--- config.mk ---
export PLATFORM = sky130hd
export DESIGN_NAME = vector_distance_unit
export DESIGN_NICKNAME = d
export VERILOG_FILES = /design/src/sv/vdu_pkg.sv /design/src/sv/vector_distance_unit.sv /design/src/sv/vdu_queue.sv /design/src/sv/vdu_front.sv /design/src/sv/vdu_back.sv
export SDC_FILE = /design/constraint.sdc
export NUM_CORES = 1
export LEC_CHECK = 0
export BUFFER_PORTS_ARGS = -buffer_cell sky130_fd_sc_hd__buf_4
export CAP_MARGIN = 10
export CORE_MARGIN = 3
export CORE_UTILIZATION = 40
export DETAILED_ROUTE_END_ITERATION = 6
export SLEW_MARGIN = 0
export SYNTH_ARGS = -nofsm -noshare
export SYNTH_HDL_FRONTEND = slang
export SYNTH_SLANG_ARGS = --single-unit
--- constraint.sdc ---
create_clock -name clock -period 19.4 [get_ports clock]
set_input_delay 3.88 -clock clock [delete_from_list [all_inputs] [get_ports clock]]
set_output_delay 3.88 -clock clock [all_outputs]
set_load 0.01 [all_outputs]
--- src/sv/vdu_pkg.sv ---
`timescale 1ns / 1ps
`default_nettype none

package vdu_pkg;

   // Vector geometry
   localparam int MaxDim    = 256;
   localparam int CoordBits = 16;
   localparam int CountBits = $clog2(MaxDim + 1);
   localparam int MagBits   = CoordBits + 1;
   localparam int TermBits  = 2 * CoordBits + 1;

   // Running sum and square root widths
   localparam int SumBits  = 40;
   localparam int RootBits = SumBits / 2;
   localparam int RemBits  = RootBits + 3;
   localparam int StepBits = $clog2(RootBits);

   // Job queue between accumulator and finisher
   localparam int QueueDepth     = 4;
   localparam int QueueAddrBits  = $clog2(QueueDepth);
   localparam int QueueCountBits = $clog2(QueueDepth + 1);

   // Metric register codes; the unused code acts as squared Euclidean
   localparam logic [1:0] MetricManhattan = 2'd0;
   localparam logic [1:0] MetricEuclid    = 2'd1;
   localparam logic [1:0] MetricSquared   = 2'd2;

   typedef struct packed {
      logic [SumBits-1:0] sum;
      logic               saturated;
      logic               take_root;
   } job_type;

   typedef enum logic [1:0] {
      BACK_IDLE,
      BACK_ROOT,
      BACK_WAIT
   } back_state_type;

endpackage

`default_nettype wire

--- src/sv/vector_distance_unit.sv ---
// Vector distance unit: Manhattan, Euclidean or squared Euclidean distance.
// req_ channel: one coordinate pair per transfer, signed Q8.8 in tdata,
// tlast on the final pair of a vector. rsp_ channel: one distance per
// vector, 40 bits in tdata, saturation flag in tuser. csr_wr_en/csr_wr_data
// set the metric (0 Manhattan, 1 Euclidean, 2 or 3 squared); write it only
// while the block is idle.
// Throughput: one pair per cycle while the job queue has room. A term stage
// and the accumulator close a vector, which then enters a four-entry job
// queue; the finisher drains it. Manhattan and squared results pass from the
// queue to the output register; Euclidean results first run a bit-serial
// square root, one result bit per cycle (20 bits). The finisher takes one job
// at a time; short vectors stall req_tready once the queue fills.
// Reset (synchronous) clears the sum, element count, queue and metric; the
// block is ready in the cycle after reset. A stalled rsp_tready holds the
// result in the output register; pairs keep flowing until the queue is full.
`timescale 1ns / 1ps
`default_nettype none

module vector_distance_unit (
   input  wire logic        clock,
   input  wire logic        reset,
   // coord_a [15:0], coord_b [31:16]
   input  wire logic [31:0] req_tdata,
   input  wire logic        req_tlast,
   input  wire logic        req_tvalid,
   output      logic        req_tready,
   // distance_value [39:0]
   output      logic [39:0] rsp_tdata,
   // saturated [0]
   output      logic        rsp_tuser,
   output      logic        rsp_tvalid,
   input  wire logic        rsp_tready,
   input  wire logic        csr_wr_en,
   input  wire logic [1:0]  csr_wr_data
);

   logic [1:0]                          metric_mode_ff;
   logic                                take;
   logic                                push;
   vdu_pkg::job_type                    push_job;
   logic                                last_pending;
   logic                                pop;
   vdu_pkg::job_type                    head_job;
   logic                                not_empty;
   logic [vdu_pkg::QueueCountBits-1:0]  fill;

   // Hold the metric register
   always_ff @(posedge clock) begin
      if (reset) begin
         metric_mode_ff <= vdu_pkg::MetricManhattan;
      end else if (csr_wr_en) begin
         metric_mode_ff <= csr_wr_data;
      end
   end

   // Accept only while a closing vector is sure of a queue slot
   assign req_tready = (fill + vdu_pkg::QueueCountBits'(last_pending))
                       < vdu_pkg::QueueCountBits'(vdu_pkg::QueueDepth);
   assign take       = req_tvalid && req_tready;

   vdu_front u_front (
      .clock        (clock),
      .reset        (reset),
      .take         (take),
      .coord_a      (req_tdata[vdu_pkg::CoordBits-1:0]),
      .coord_b      (req_tdata[2*vdu_pkg::CoordBits-1:vdu_pkg::CoordBits]),
      .last_element (req_tlast),
      .metric_mode  (metric_mode_ff),
      .push         (push),
      .push_job     (push_job),
      .last_pending (last_pending)
   );

   vdu_queue u_queue (
      .clock     (clock),
      .reset     (reset),
      .push      (push),
      .push_job  (push_job),
      .pop       (pop),
      .head_job  (head_job),
      .not_empty (not_empty),
      .fill      (fill)
   );

   vdu_back u_back (
      .clock         (clock),
      .reset         (reset),
      .head_job      (head_job),
      .not_empty     (not_empty),
      .pop           (pop),
      .out_valid     (rsp_tvalid),
      .out_ready     (rsp_tready),
      .out_value     (rsp_tdata),
      .out_saturated (rsp_tuser)
   );

endmodule

`default_nettype wire

--- src/sv/vdu_queue.sv ---
`timescale 1ns / 1ps
`default_nettype none

module vdu_queue (
   input  wire logic                               clock,
   input  wire logic                               reset,
   input  wire logic                               push,
   input  wire vdu_pkg::job_type                   push_job,
   input  wire logic                               pop,
   output      vdu_pkg::job_type                   head_job,
   output      logic                               not_empty,
   output      logic [vdu_pkg::QueueCountBits-1:0] fill
);

   vdu_pkg::job_type                   mem [vdu_pkg::QueueDepth];
   logic [vdu_pkg::QueueAddrBits-1:0]  wr_ptr_ff, wr_ptr_in;
   logic [vdu_pkg::QueueAddrBits-1:0]  rd_ptr_ff, rd_ptr_in;
   logic [vdu_pkg::QueueCountBits-1:0] count_ff, count_in;

   // Advance pointers and fill count
   always_comb begin
      wr_ptr_in = wr_ptr_ff;
      rd_ptr_in = rd_ptr_ff;
      count_in  = count_ff;
      if (push) begin
         wr_ptr_in = wr_ptr_ff + 1'b1;
      end
      if (pop) begin
         rd_ptr_in = rd_ptr_ff + 1'b1;
      end
      if (push && !pop) begin
         count_in = count_ff + 1'b1;
      end else if (pop && !push) begin
         count_in = count_ff - 1'b1;
      end
   end

   always_ff @(posedge clock) begin
      if (reset) begin
         wr_ptr_ff <= '0;
         rd_ptr_ff <= '0;
         count_ff  <= '0;
      end else begin
         wr_ptr_ff <= wr_ptr_in;
         rd_ptr_ff <= rd_ptr_in;
         count_ff  <= count_in;
      end
   end

   // Write storage
   always_ff @(posedge clock) begin
      if (push) begin
         mem[wr_ptr_ff] <= push_job;
      end
   end

   assign head_job  = mem[rd_ptr_ff];
   assign not_empty = (count_ff != '0);
   assign fill      = count_ff;

endmodule

`default_nettype wire

--- src/sv/vdu_front.sv ---
`timescale 1ns / 1ps
`default_nettype none

module vdu_front (
   input  wire logic                          clock,
   input  wire logic                          reset,
   input  wire logic                          take,
   input  wire logic [vdu_pkg::CoordBits-1:0] coord_a,
   input  wire logic [vdu_pkg::CoordBits-1:0] coord_b,
   input  wire logic                          last_element,
   input  wire logic [1:0]                    metric_mode,
   output      logic                          push,
   output      vdu_pkg::job_type              push_job,
   output      logic                          last_pending
);

   logic signed [vdu_pkg::MagBits-1:0]  diff;
   logic        [vdu_pkg::MagBits-1:0]  mag;
   logic        [2*vdu_pkg::MagBits-1:0] square;
   logic        [vdu_pkg::TermBits-1:0] term;

   logic                                a_valid_ff, a_valid_in;
   logic                                a_last_ff;
   logic                                a_root_ff;
   logic        [vdu_pkg::TermBits-1:0] a_term_ff;

   logic        [vdu_pkg::SumBits-1:0]   sum_ff, sum_in;
   logic        [vdu_pkg::CountBits-1:0] count_ff, count_in;
   logic                                 ovf_ff, ovf_in;
   logic        [vdu_pkg::SumBits:0]     sum_add;
   logic        [vdu_pkg::SumBits-1:0]   sum_step;
   logic                                 ovf_step;

   // Form the per-element term: magnitude or its square
   always_comb begin
      diff   = $signed({coord_a[vdu_pkg::CoordBits-1], coord_a})
             - $signed({coord_b[vdu_pkg::CoordBits-1], coord_b});
      mag    = diff[vdu_pkg::MagBits-1] ? vdu_pkg::MagBits'(-diff) : vdu_pkg::MagBits'(diff);
      square = mag * mag;
      if (metric_mode == vdu_pkg::MetricManhattan) begin
         term = vdu_pkg::TermBits'(mag);
      end else begin
         term = square[vdu_pkg::TermBits-1:0];
      end
   end

   assign a_valid_in = take;

   always_ff @(posedge clock) begin
      if (reset) begin
         a_valid_ff <= 1'b0;
      end else begin
         a_valid_ff <= a_valid_in;
      end
   end

   // Hold the term stage payload
   always_ff @(posedge clock) begin
      if (take) begin
         a_last_ff <= last_element;
         a_root_ff <= (metric_mode == vdu_pkg::MetricEuclid);
         a_term_ff <= term;
      end
   end

   // Accumulate with saturation and element limit
   always_comb begin
      sum_add  = {1'b0, sum_ff} + (vdu_pkg::SumBits + 1)'(a_term_ff);
      sum_step = sum_ff;
      ovf_step = ovf_ff;
      count_in = count_ff;
      if (count_ff >= vdu_pkg::CountBits'(vdu_pkg::MaxDim)) begin
         sum_step = '1;
         ovf_step = 1'b1;
      end else begin
         count_in = count_ff + 1'b1;
         if (sum_add[vdu_pkg::SumBits]) begin
            sum_step = '1;
            ovf_step = 1'b1;
         end else begin
            sum_step = sum_add[vdu_pkg::SumBits-1:0];
         end
      end

      push               = a_valid_ff && a_last_ff;
      push_job.sum       = sum_step;
      push_job.saturated = ovf_step;
      push_job.take_root = a_root_ff;

      sum_in = sum_ff;
      ovf_in = ovf_ff;
      if (!a_valid_ff) begin
         count_in = count_ff;
      end else if (a_last_ff) begin
         sum_in   = '0;
         ovf_in   = 1'b0;
         count_in = '0;
      end else begin
         sum_in = sum_step;
         ovf_in = ovf_step;
      end
   end

   always_ff @(posedge clock) begin
      if (reset) begin
         sum_ff   <= '0;
         count_ff <= '0;
         ovf_ff   <= 1'b0;
      end else begin
         sum_ff   <= sum_in;
         count_ff <= count_in;
         ovf_ff   <= ovf_in;
      end
   end

   assign last_pending = a_valid_ff && a_last_ff;

endmodule

`default_nettype wire

--- src/sv/vdu_back.sv ---
`timescale 1ns / 1ps
`default_nettype none

module vdu_back (
   input  wire logic                        clock,
   input  wire logic                        reset,
   input  wire vdu_pkg::job_type            head_job,
   input  wire logic                        not_empty,
   output      logic                        pop,
   output      logic                        out_valid,
   input  wire logic                        out_ready,
   output      logic [vdu_pkg::SumBits-1:0] out_value,
   output      logic                        out_saturated
);

   vdu_pkg::back_state_type              state_ff, state_in;
   logic [vdu_pkg::RemBits-1:0]          rem_ff, rem_in;
   logic [vdu_pkg::RootBits-1:0]         root_ff, root_in;
   logic [vdu_pkg::SumBits-1:0]          rad_ff, rad_in;
   logic [vdu_pkg::StepBits-1:0]         step_ff, step_in;
   logic                                 sat_ff, sat_in;
   logic                                 out_valid_ff, out_valid_in;
   logic [vdu_pkg::SumBits-1:0]          out_value_ff, out_value_in;
   logic                                 out_sat_ff, out_sat_in;

   logic                                 out_free;
   logic [vdu_pkg::RemBits-1:0]          rem_shift;
   logic [vdu_pkg::RemBits-1:0]          trial;
   logic                                 fits;

   // One result bit per cycle of the square root
   always_comb begin
      out_free  = !out_valid_ff || out_ready;
      rem_shift = {rem_ff[vdu_pkg::RemBits-3:0], rad_ff[vdu_pkg::SumBits-1 -: 2]};
      trial     = vdu_pkg::RemBits'({root_ff, 2'b01});
      fits      = (rem_shift >= trial);
   end

   // Next state and outputs
   always_comb begin
      state_in     = state_ff;
      rem_in       = rem_ff;
      root_in      = root_ff;
      rad_in       = rad_ff;
      step_in      = step_ff;
      sat_in       = sat_ff;
      out_valid_in = out_valid_ff && !out_ready;
      out_value_in = out_value_ff;
      out_sat_in   = out_sat_ff;
      pop          = 1'b0;

      unique case (state_ff)
         vdu_pkg::BACK_IDLE: begin
            if (not_empty && out_free) begin
               pop = 1'b1;
               if (head_job.take_root) begin
                  rad_in   = head_job.sum;
                  rem_in   = '0;
                  root_in  = '0;
                  step_in  = vdu_pkg::StepBits'(vdu_pkg::RootBits - 1);
                  sat_in   = head_job.saturated;
                  state_in = vdu_pkg::BACK_ROOT;
               end else begin
                  out_valid_in = 1'b1;
                  out_value_in = head_job.sum;
                  out_sat_in   = head_job.saturated;
               end
            end
         end
         vdu_pkg::BACK_ROOT: begin
            rem_in  = fits ? (rem_shift - trial) : rem_shift;
            root_in = {root_ff[vdu_pkg::RootBits-2:0], fits};
            rad_in  = {rad_ff[vdu_pkg::SumBits-3:0], 2'b00};
            step_in = step_ff - 1'b1;
            if (step_ff == '0) begin
               state_in = vdu_pkg::BACK_WAIT;
            end
         end
         vdu_pkg::BACK_WAIT: begin
            if (out_free) begin
               out_valid_in = 1'b1;
               out_value_in = vdu_pkg::SumBits'(root_ff);
               out_sat_in   = sat_ff;
               state_in     = vdu_pkg::BACK_IDLE;
            end
         end
         default: begin
            state_in = vdu_pkg::BACK_IDLE;
         end
      endcase
   end

   always_ff @(posedge clock) begin
      if (reset) begin
         state_ff     <= vdu_pkg::BACK_IDLE;
         out_valid_ff <= 1'b0;
      end else begin
         state_ff     <= state_in;
         out_valid_ff <= out_valid_in;
      end
   end

   // Hold datapath registers
   always_ff @(posedge clock) begin
      rem_ff       <= rem_in;
      root_ff      <= root_in;
      rad_ff       <= rad_in;
      step_ff      <= step_in;
      sat_ff       <= sat_in;
      out_value_ff <= out_value_in;
      out_sat_ff   <= out_sat_in;
   end

   assign out_valid     = out_valid_ff;
   assign out_value     = out_value_ff;
   assign out_saturated = out_sat_ff;

endmodule

`default_nettype wire

---- After elaboration in Yosys (flattened, before gate mapping) ----
Memories as Yosys holds them, arrays and structs flattened. A register that Yosys moved wholly into a read port is not among the register bits.
Index checks and enable logic that the tools add are counted.
operators by class
  eq/ne operators ......................... 9
  add/subtract/negate cells ............... 11
  multipliers ............................. 1
  reduce and logical (&&, ||, !) cells .... 23
  mux-type cells .......................... 48
  $lt $le $gt $ge ......................... 3
operator list
  kind                                                                      number
  40-bit 2-to-1 mux                                                         8
  40-bit case mux with 2 select lines                                       2
  21-bit 2-to-1 mux                                                         3
  21-bit case mux with 2 select lines                                       1
  40-bit by 33-bit adder with 41-bit output                                 1
  20-bit 2-to-1 mux                                                         2
  20-bit case mux with 2 select lines                                       1
  17-bit 2-to-1 mux                                                         2
  17-bit by 17-bit multiplier with 33-bit output                            1
  23-bit by 22-bit >= comparator with 1-bit output                          1
  21-bit subtractor                                                         1
  9-bit 2-to-1 mux                                                          2
  17-bit negation                                                           1
  16-bit by 16-bit subtractor with 17-bit output                            1
  1-bit 2-to-1 mux                                                          13
  2-bit 2-to-1 mux                                                          6
  5-bit 2-to-1 mux                                                          2
  5-bit case mux with 2 select lines                                        1
  9-bit by 1-bit adder with 9-bit output (second input constant)            1
  9-bit >= comparator (second input constant)                               1
  2-bit by 1-bit inequality test with 1-bit output (second input constant)  4
  4-bit AND reduction                                                       2
  1-bit logical AND                                                         6
  3-bit 2-to-1 mux                                                          2
  other kinds (19)                                                          30
word-level totals
  memories kept ........................... 1
  word-level logic and storage cells ...... 117
  input bits .............................. 40
  RAM bits ................................ 168
  output and inout bits ................... 43
  register bits after elaboration ......... 226
memory list
  name         words  bits a word  rd ports  clocked after Yosys merged registers in  wr ports  RTL line         RTL
  u_queue.mem  4      42           1         1                                        1         vdu_queue.sv:15  vdu_pkg::job_type mem [vdu_pkg::QueueDepth];

---- Depth between registers and ports, before layout ----
Gate-level depths: netlist of the first run.
  depth after elaboration ................. 8
  depth in mapped cells ................... 40
  gate-level depth less buffers ........... 38

---- Cells and area by module ----
From an unflattened synthesis of the first run, not the netlist that was laid out.
second synthesis, totals
  cells, all modules ...................... 2569
  area, all modules ....................... 27727.8 um^2
by module, submodules not included
  module                instances  cells each  area each (um^2)
  vdu_front             1          1668        14465.1
  vdu_back              1          627         6620.1
  vdu_queue             1          263         6536.3
  vector_distance_unit  1          11          106.4

---- Worst setup path before layout of the first run ----
No wires, ideal clock.
  path kind ............................... input port to flip-flop
  start point ............................. input req_tdata[0]
  end point ............................... register u_front.a_term_ff[31] (netlist name) (data pin)
  slack ................................... 7.011 ns
  stages .................................. 36
  arrival ................................. 12.123 ns
  required time ........................... 19.134 ns
  cell sequence ........................... inv_1 -> ha_1 -> fa_1 -> nor2b_4 -> o31a_1 -> o211ai_2 -> a21oi_1 -> o31ai_1 -> a211o_1 -> nand2_1 -> clkbuf_1 -> nor2_1 -> xnor2_1 -> clkbuf_1 -> inv_1 -> nor2_1 -> fa_1 -> fa_1 -> ha_1 -> inv_1 -> fa_1 -> inv_1 -> fa_1 -> fa_1 -> ha_1 -> or3_1 -> nor2_1 -> o21ai_0 -> a41oi_1 -> o21ai_0 -> o41ai_1 -> o31ai_1 -> a31o_2 -> a31oi_1 -> xor2_1 -> nor2_1
between the ends
  word-level cells in the longest chain between the ends .. 4
RTL lines
  element                                             RTL line                    RTL
  start: declaration                                  vector_distance_unit.sv:23  input wire logic [31:0] req_tdata,
  16-bit by 16-bit subtractor with 17-bit output (*)  vdu_front.sv:37             - $signed({coord_b[vdu_pkg::CoordBits-1], coord_b});
  17-bit negation                                     vdu_front.sv:38             mag = diff[vdu_pkg::MagBits-1] ? vdu_pkg::MagBits'(-diff) : vdu_pkg::MagBits'(diff);
  17-bit 2-to-1 mux (*)                               vdu_front.sv:38
  17-bit by 17-bit multiplier with 33-bit output (*)  vdu_front.sv:39             square = mag * mag;
  end signal: assignment                              vdu_front.sv:62             a_term_ff <= term;
  end: declaration                                    vdu_front.sv:25             logic [vdu_pkg::TermBits-1:0] a_term_ff;
Mark *: on every way between the ends. The rest lies on a longest branch, timed or not.
A chain may end at the register's enable or synchronous reset.

---- Worst setup path after layout of the first run ----
Same ends and word-level chain as after synthesis.

==> run_results.csv, run 1 <==
group,metric,value,unit
sta,max_freq,76.25,MHz
yosys,synthArstFlopShare,0,
drt,drc_errors,0,
drt,dr.pass1.iters,5,
clock_network,cts.reportedPaths.clkPinSlew,60,ps
critical_path,crit_required,19690,ps
placed_design,gp_congestion,0.8679,
yosys,ys_types,78,
drt,first_iter_violations,998,
layout,synthToLayoutAreaGrowth,10.71,%
yosys,synth_seq_cells,396,
yosys,avgSynthCellArea,10.86,µm²
critical_path,path_max_fanout,16,
sta,whs,455.4,ps
layout,final_core_util,0.4500,
global_route,grt_pass1_vias,18410,
drt,routed_via_density,5.040,
critical_path,criticalPathCategory,"in -> reg",
critical_path,crit_start,"req_tdata[0]",
floorplanning,die_w,265.2,µm
clock_network,clock_latency,540,ps
global_route,grt_max_degree,79,
layout,nFillCells,6129,
critical_path,r2r-start,"u_front.a_term_ff[7]",
layout,drive_above_1_share,0.09400,
run,drv_cap,0,
sta,setup_viol,0,
placed_design,io_buffers,82,
floorplanning,initial_utilization,0.4065,
run_status,status,"completed",
layout,layout_common_cells,"inv_1 (359), edfxtp_1 (331), nand2_1 (310), nor2_1 (205), fa_1 (195)",
layout,layout.nets,2973,
floorplanning,fp-row-count,94,
clock_network,cts_root_buffer,"clkbuf_16",
floorplanning,dieArea,70320,µm²
critical_path,r2r_cells,13,
floorplanning,core-area,66100,µm²
global_route,track_usage,0.1615,
layout,final_common_cell,"inv_1",
sta,slew_headroom,0.2669,
global_route,grt_pass1_wl,93760,µm
floorplanning,pin_count,83,
sta,fin_crit_sh,0.6760,
sta,fin_worst_skew,19.34,ps
clock_network,clk_path_buf_depth,3,
critical_path,crit_path_frequent_cell,"fa_1",
clock_network,post_cts_resized,0,
critical_path,r2r_slack,15100,ps
sta,slew_violations,0,
clock_network,cts_tree,"done",
critical_path,endpoint,"u_front.a_term_ff[31]",
clock_network,cts_buffers,39,
drt,wl_per_cell,16.26,µm
clock_network,clkSinkCount,396,
floorplanning,die_h,265.2,µm
yosys,ys.flop_type,"edfxtp_1",
placed_design,dp_hpwl,41830,µm
layout,antennaDiodeCount,0,
global_route,grt-ovfl-total,0,
sta,min_period,13110,ps
sta,hold_viol,0,
drt,detailroute.via_count,17380,
yosys,synth_warnings,0,
global_route,antenna_found_initial,0,
yosys,ys_seq_area_frac,0.4183,
sta,rsz0062_at_grt,"no",
critical_path,r2r_end,"u_front.sum_ff[32]",
critical_path,critPathLaunchType,"input port",
critical_path,cp.arrival,13400,ps
clock_network,h-tree-depth,2,
clock_network,cts_hold_buf,0,
clock_network,cts_setup_buffers,0,
yosys,netlist_instances,2474,
hold_path,hold_class,"reg -> reg",
sta,tightest_slew,1096,ps
drt,postRouteAntennaNets,0,
sta,finalSetupTns,0,ps
yosys,synth-edff-count,331,
yosys,synth_area,26870,µm²
critical_path,end_kind,"flop",
critical_path,cp_slowest_cell,"o41ai_1",
drt,routed_wl,56090,µm
critical_path,cpPeakStageDelay,910,ps
final cells by class:
class	instances	area, µm²	share of cell area
Clock buffer	45	1020	0.03428
Clock inverter	25	193.9	0.006519
Inverter	363	1363	0.04580
Multi-Input combinational cell	1646	14020	0.4713
Sequential cell	396	11240	0.3780
Tap cell	864	1081	0.03634
Timing Repair Buffer	110	825.8	0.02776
flip-flops by register name (all words and copies together), names as in the netlist, 3 cells and up, named ones only:
signal and cells:
u_back.out_value 40, u_back.root_ff 20, u_queue.mem 168, u_back.step_ff 5, u_back.rem_ff 21, u_front.sum_ff 40
u_queue.fill 3, u_front.a_term_ff 33, u_front.count_ff 9, u_back.rad_ff 40
metal layers:
| metal | vias up | GRT usage | share of wire | routed length, µm |
|---|---|---|---|---|
| met5 | - | 0 | 0 | 0 |
| met2 | 334 | 0.2849 | 0.49 | 27370 |
| li1 | 8497 | - | - | - |
| met4 | 0 | 0.04649 | 0.024 | 1334 |
| met3 | 82 | 0.01572 | 0.033 | 1864 |
| met1 | 8470 | 0.2127 | 0.46 | 25520 |
worst max-delay path: cells and delay by family:
family	cells	cell delay [ps]
buf+inv	7	890
xor+xnor	2	310
simple gates	6	1250
fa+ha+maj	9	3650
compound gates	13	3410
per-stage QoR:
step	instance area, µm²	instances	setup slack [ps]
3_5_place_dp	28530	3379	5719
5_1_grt	29750	3449	5597
6_report	29750	3449	6285
3_3_place_gp	28530	3379	5869
2_1_floorplan	26910	2484	7011
4_1_cts	29750	3449	6264
worst min path at each step:
| stage | cells after the start | slack [ps] | startpoint | end |
|---|---|---|---|---|
| detailed placement | 2 | 450 | u_front.ovf_ff | u_front.ovf_ff |
| global placement | 2 | 440 | u_front.ovf_ff | u_front.ovf_ff |
| finish | 2 | 460 | u_front.ovf_ff | u_front.ovf_ff |
| global route | 2 | 480 | u_front.ovf_ff | u_front.ovf_ff |
| CTS | 2 | 460 | u_front.ovf_ff | u_front.ovf_ff |
| floorplan | 2 | 430 | u_front.ovf_ff | u_front.ovf_ff |
cells by family after synthesis:
family / synth area share
and+or+nand+nor: 0.1161
buffers and inverters: 0.06281
DFF: 0.4183
adders and majority gates: 0.2300
AOI/OAI and AO/OA: 0.09206
xor gates and xnor gates: 0.03711
muxes: 0.04330
other: 0.0002795
synth_stat cells, types with 4 or more instances:
cell / instances / area [µm²]
a21oi_1: 87 / 435.4
xor2_1: 44 / 385.4
nand2b_1: 30 / 187.7
and3_1: 18 / 112.6
nor2_1: 206 / 773.2
buf_2: 5 / 25.02
xnor2_1: 68 / 595.6
nand2_1: 311 / 1167
nor3_1: 25 / 125.1
o211ai_1: 5 / 37.54
nor2b_1: 14 / 87.58
nand3_1: 31 / 155.2
a31oi_1: 6 / 37.54
dfxtp_1: 65 / 1301
edfxtp_1: 331 / 9940
and2_1: 28 / 175.2
a21boi_0: 4 / 30.03
o31a_1: 4 / 35.03
inv_1: 359 / 1348
o21bai_1: 13 / 97.59
a211oi_1: 13 / 97.59
o21a_1: 22 / 165.2
clkbuf_1: 60 / 225.2
o21ai_0: 90 / 450.4
fa_1: 195 / 3904
o31ai_1: 6 / 45.04
or2_2: 5 / 31.28
o22ai_1: 8 / 50.05
or3_1: 12 / 75.07
a22o_1: 37 / 324.1
nor4_1: 5 / 31.28
nand4_1: 9 / 56.30
a21o_1: 41 / 307.8
buf_1: 8 / 30.03
ha_1: 182 / 2277
a31o_2: 4 / 35.03
clkinv_1: 4 / 15.01
buf_4: 6 / 45.04
mux2i_1: 18 / 180.2
mux4_2: 42 / 945.9
Power of run 1 is not shown: default switching activity piles up to over one toggle a cycle in this logic, so the estimate is an artifact.
==> inputs of run 2 (changes only) <==
ABC_AREA = 1   (was unset)
clock period = 11.47 ns   (was 19.4 ns; I/O delays follow)
==> run 2 against run 1 <==
Utilization increased by 0.49 points. Worst hold slack improved by 16 ps. Highest routed layer unchanged. Die area increased by 5.3%. Cell count increased by 23%. Global-route usage increased by 2.5 points. Critical path type unchanged. Non-clock buffer count decreased by 2. Largest cell class unchanged. Sequential cell count unchanged. First-iteration DRC count increased by 50%. Clock-buffer cell count increased by 13. Final area increased by 6.2%.
==> run_results.csv, run 2 <==
group,metric,value,unit
hold_path,hold_class,"reg -> reg",
global_route,track_usage,0.1865,
sta,setup_viol,0,
yosys,synth-edff-count,331,
floorplanning,die_w,272.2,µm
yosys,synth_top_area_frac,0.3508,
yosys,synth_area,28340,µm²
floorplanning,pin_count,83,
global_route,grt_pass1_vias,20700,
clock_network,post_cts_resized,0,
layout,stdcell_area,31590,µm²
run,drv_cap,0,
clock_network,cts_hold_buf,0,
floorplanning,core-area,69430,µm²
floorplanning,fp-row-count,96,
clock_network,clkSinkCount,396,
clock_network,cts.reportedPaths.clkPinSlew,60,ps
drt,routed_via_density,5.020,
clock_network,clock_latency,560,ps
floorplanning,die_h,272.2,µm
yosys,netlist_top_cells_area,"edfxtp_1 (35%), fa_1 (14%), nand2_1 (9.3%)",
yosys,synth_warnings,0,
sta,min_period,10120,ps
sta,rsz0062_at_grt,"no",
clock_network,cts_root_buffer,"clkbuf_16",
placed_design,dp_hpwl,52410,µm
placed_design,io_buffers,82,
drt,routed_wl,68350,µm
drt,drc_errors,0,
critical_path,cp_slowest_cell,"fa_1",
global_route,grt-ovfl-total,0,
layout,antennaDiodeCount,0,
clock_network,clk_path_buf_depth,3,
critical_path,critPathLaunchType,"input port",
hold_path,min_to,"u_front.sum_ff[13]",
critical_path,r2r-start,"u_front.a_term_ff[0]",
drt,drt-met1-wl,32450,µm
sta,hold_viol,0,
sta,fin_crit_sh,0.8826,
clock_network,cts_tree,"done",
yosys,avgSynthCellArea,8.869,µm²
critical_path,r2r_end,"u_queue.mem[0][30]",
sta,finalSetupTns,0,ps
drt,top_layer_used,"met4",
yosys,ys_seq_area_frac,0.3967,
sta,slew_headroom,0.2487,
hold_path,hold_start,"u_front.sum_ff[13]",
clock_network,h-tree-depth,2,
hold_path,min_path_cells,2,
layout,drive_above_1_share,0.07497,
yosys,yosys.area.top_type,"edfxtp_1",
critical_path,crit_required,11790,ps
global_route,grt_max_degree,87,
critical_path,crit_path_frequent_cell,"fa_1",
placed_design,gp_congestion,0.9398,
sta,tightest_slew,1126,ps
drt,first_iter_violations,1493,
yosys,synthArstFlopShare,0,
critical_path,cpPeakStageDelay,560,ps
layout,synthToLayoutAreaGrowth,11.47,%
clock_network,cts_buffers,43,
layout,regMostFlops,"u_queue.mem",
drt,dr.pass1.iters,5,
yosys,netlist_instances,3195,
layout,layout.nets,3690,
layout,layout_common_cells,"nand2_1 (702), inv_1 (527), edfxtp_1 (331), nor2_1 (273), a21oi_1 (238)",
yosys,ys.flop_type,"edfxtp_1",
yosys,synth_seq_cells,396,
run_status,status,"completed",
sta,fin_worst_skew,12.37,ps
drt,wl_met3,3588,µm
placed_design,place_area,30080,µm²
yosys,synth.most_common_cell,"nand2_1",
drt,detailroute.via_count,21280,
critical_path,cp.arrival,10440,ps
critical_path,criticalPathCategory,"in -> reg",
drt,wl_per_cell,16.12,µm
drt,met2_length,31150,µm
floorplanning,initial_utilization,0.4081,
clock_network,cts_setup_buffers,0,
critical_path,end_kind,"flop",
yosys,ys_top_cells_by_count,"nand2_1 (703), inv_1 (529), edfxtp_1 (331)",
critical_path,r2r_slack,8000,ps
layout,final_common_cell,"nand2_1",
global_route,grt_pass1_wl,110700,µm
drt,postRouteAntennaNets,0,
floorplanning,dieArea,74070,µm²
global_route,antenna_found_initial,0,
critical_path,path_max_fanout,12,
sta,slew_violations,0,
layout,largest_reg_flops,168,
sta,max_freq,98.78,MHz
yosys,ys_types,57,
critical_path,r2r_cells,11,
## run 2: logic make-up (layout without fill, tap and decap cells)
logic type,count (synthesis),count (layout),synth area share
AOI/OAI and AO/OA,543,543,0.1090
xor gates and xnor gates,63,63,0.02133
adders and majority gates,377,377,0.2181
buffers and inverters,638,741,0.08579
DFF,396,396,0.3967
other,2,12,0.0002650
and+or+nand+nor,1176,1176,0.1688
## run 2: cell type report
type,count,area (µm²)
clock inverters,22,297.8
inverters,553,2078
fillers,6771,37840
flip-flops and latches,396,11240
clock buffers,58,1214
repair buffers,108,810.8
multi-input cells,2171,14780
well taps,931,1165
## run 2: per-stage QoR
| stage | utilization | cells | hold WS [ps] | setup slack, ps |
|---|---|---|---|---|
| after floorplan | - | 3205 | 444.6 | 1897 |
| after global placement | 0.4332 | 4159 | 460.5 | 1094 |
| after detailed placement | 0.4332 | 4159 | 464.4 | 886.3 |
| after CTS | 0.4550 | 4239 | 473.3 | 1455 |
| after global routing | 0.4550 | 4239 | 489.1 | 605.5 |
| final | 0.4550 | 4239 | 471.7 | 1347 |
## run 2: worst max-delay path by stage
stage,from,to
finish,req_tdata[0],u_front.a_term_ff[30]
global route,req_tdata[0],u_front.a_term_ff[30]
CTS,req_tdata[0],u_front.a_term_ff[30]
detailed placement,req_tdata[0],u_front.a_term_ff[30]
global placement,req_tdata[0],u_front.a_term_ff[30]
floorplan,req_tdata[0],u_front.a_term_ff[30]
## run 2: per-layer routing
layer / global-route usage / vias up
li1: - / 10570
met3: 0.02519 / 75
met2: 0.3032 / 498
met1: 0.2683 / 10140
met4: 0.03643 / 0
met5: 0 / -
## run 2: worst max-delay path: cells and delay by family
family / cells / cell delay [ps]
compound gates: 3 / 590
simple gates: 17 / 2610
buf+inv: 7 / 810
fa+ha+maj: 9 / 4130
Power of run 2 is left out for the same reason.
==> inputs of run 3 (changes only) <==
CORE_UTILIZATION = 50   (was 40)
PLACE_DENSITY = 0.66   (was unset)
clock period = 12.53 ns   (was 11.47 ns; I/O delays follow)
==> run 3 against run 2 <==
Clock-buffer cell count decreased by 3. First-iteration DRC count is 15% lower. Critical endpoint unchanged. Routed wire length up 3.6%. Global-route usage up 5.7 points. Critical path type unchanged. Final area fell by 1.4%. Sequential share of layout area increased by 0.50 points. Utilization increased by 11 points. Register-to-register slack improved by 930 ps. Cell count down 4.6%. Die area shrank 20%. Worst hold slack better by 1.9 ps. Sequential cell count unchanged.
==> run_results.csv, run 3 (synthesized netlist as in run 2, its figures left out) <==
group,metric,value,unit
run_status,status,"completed",
placed_design,gp_congestion,0.9441,
hold_path,min_path_cells,2,
global_route,grt_pass1_vias,22060,
sta,rsz0062_at_grt,"no",
drt,dr.pass1.iters,6,
run,drv_cap,0,
layout,finalNonFillerCells,4045,
global_route,track_usage,0.2431,
drt,detailroute.via_count,21630,
critical_path,cp.arrival,10690,ps
clock_network,cts_root_buffer,"clkbuf_16",
drt,routed_via_density,5.348,
global_route,grt-ovfl-total,0,
floorplanning,die_h,244.1,µm
critical_path,r2r_cells,11,
sta,tightest_slew,1148,ps
clock_network,post_cts_resized,0,
clock_network,h-tree-depth,2,
critical_path,crit_buf_inv,6,
sta,min_period,10360,ps
layout,synthToLayoutAreaGrowth,9.940,%
sta,fin_crit_sh,0.8271,
placed_design,dp_hpwl,54460,µm
sta,slew_violations,0,
layout,regMostFlops,"u_queue.mem",
layout,drive_above_1_share,0.07188,
clock_network,clk_path_buf_depth,3,
drt,drc_errors,0,
placed_design,pre_cts_ws,1606,ps
sta,slew_headroom,0.2339,
layout,largest_reg_flops,168,
sta,finalSetupTns,0,ps
sta,hold_viol,0,
floorplanning,pin_count,83,
critical_path,critPathLaunchType,"input port",
layout,nFillCells,5007,
clock_network,clkSinkCount,396,
critical_path,cpPeakStageDelay,690,ps
sta,setup_ws,2167,ps
critical_path,end_kind,"flop",
layout,antennaDiodeCount,0,
global_route,antenna_found_initial,0,
clock_network,cts_buffers,41,
drt,postRouteAntennaNets,0,
sta,max_freq,96.50,MHz
floorplanning,fp-row-count,86,
sta,fin_worst_skew,29.32,ps
placed_design,io_buffers,82,
drt,first_iter_violations,1276,
clock_network,cts_tree,"done",
drt,routed_wl,70840,µm
placed_design,placedCellCount,3971,
floorplanning,initial_utilization,0.5094,
critical_path,criticalPathCategory,"in -> reg",
clock_network,cts.reportedPaths.clkPinSlew,60,ps
floorplanning,dieArea,59570,µm²
clock_network,clock_latency,570,ps
clock_network,cts_hold_buf,0,
layout,layout.nets,3683,
critical_path,crit_required,12860,ps
hold_path,hold_class,"reg -> reg",
sta,whs,473.6,ps
critical_path,critPathTopFamily,"adder cells",
critical_path,path_max_fanout,16,
global_route,grt_pass1_wl,116300,µm
global_route,grt_max_degree,84,
clock_network,cts_setup_buffers,0,
floorplanning,die_w,244.1,µm
drt,wl_per_cell,17.51,µm
sta,setup_viol,0,
critical_path,path_depth,32,
critical_path,crit_path_frequent_cell,"fa_1",
layout,layout_common_cells,"nand2_1 (702), inv_1 (527), edfxtp_1 (331), nor2_1 (273), a21oi_1 (238)",
critical_path,cp_slowest_cell,"ha_1",
floorplanning,core-area,55630,µm²
layout,final_common_cell,"nand2_1",
[run 3: cell count changes in the layout (fill, tap and decap cells not counted), moves of 2 or more]
| cell | change |
|---|---|
| clkinv_2 | -4 |
| bufinv_16 | -5 |
| buf_4 | -5 |
| clkbuf_8 | +2 |
| clkinv_4 | +2 |
| clkbuf_16 | -2 |
| clkinv_1 | +3 |
| clkbuf_1 | -3 |
[run 3: final timing paths]
| kind | from | end | slack [ps] |
|---|---|---|---|
| max | req_tdata[16] | u_front.a_term_ff[30] | 2170 |
| min | u_front.sum_ff[18] | u_front.sum_ff[18] | 470 |
| max reg2reg | u_front.a_term_ff[11] | u_queue.mem[1][4] | 8930 |
| min reg2reg | u_front.sum_ff[18] | u_front.sum_ff[18] | 470 |
[run 3: area by class of cell]
type                    count  area (µm²)  share of cell area
multi-input cells        2171       14780              0.4744
flip-flops and latches    396       11240              0.3609
inverters                 553        2078             0.06671
clock buffers              55        1180             0.03787
well taps                 748       935.9             0.03004
repair buffers            103       773.2             0.02482
clock inverters            19       163.9            0.005261
[run 3: worst reg2reg max path, cell delays in order, from the launching register on]
cell and delay, ps:
edfxtp_1 390, ha_1 350, a21oi_1 170, a21boi_0 500, nand2_1 110, nand2_1 70
nand2_1 60, nand2_1 60, nand3_1 130, a21oi_2 690, buf_4 420, o21ai_0 310
[run 3: through the flow]
stage	util	cell area [µm²]
6_report	0.5600	31150
5_1_grt	0.5600	31150
4_1_cts	0.5600	31150
3_5_place_dp	0.5358	29810
3_3_place_gp	0.5358	29810
2_1_floorplan	-	28370
[run 3: routing by layer]
| metal | global-route usage | vias to the layer above | part of all wire |
|---|---|---|---|
| li1 | - | 10540 | - |
| met1 | 0.3253 | 10430 | 0.44 |
| met2 | 0.4219 | 541 | 0.49 |
| met3 | 0.02675 | 122 | 0.045 |
| met4 | 0.06639 | 0 | 0.026 |
| met5 | 0 | - | 0 |
Power of run 3 is left out for the same reason.
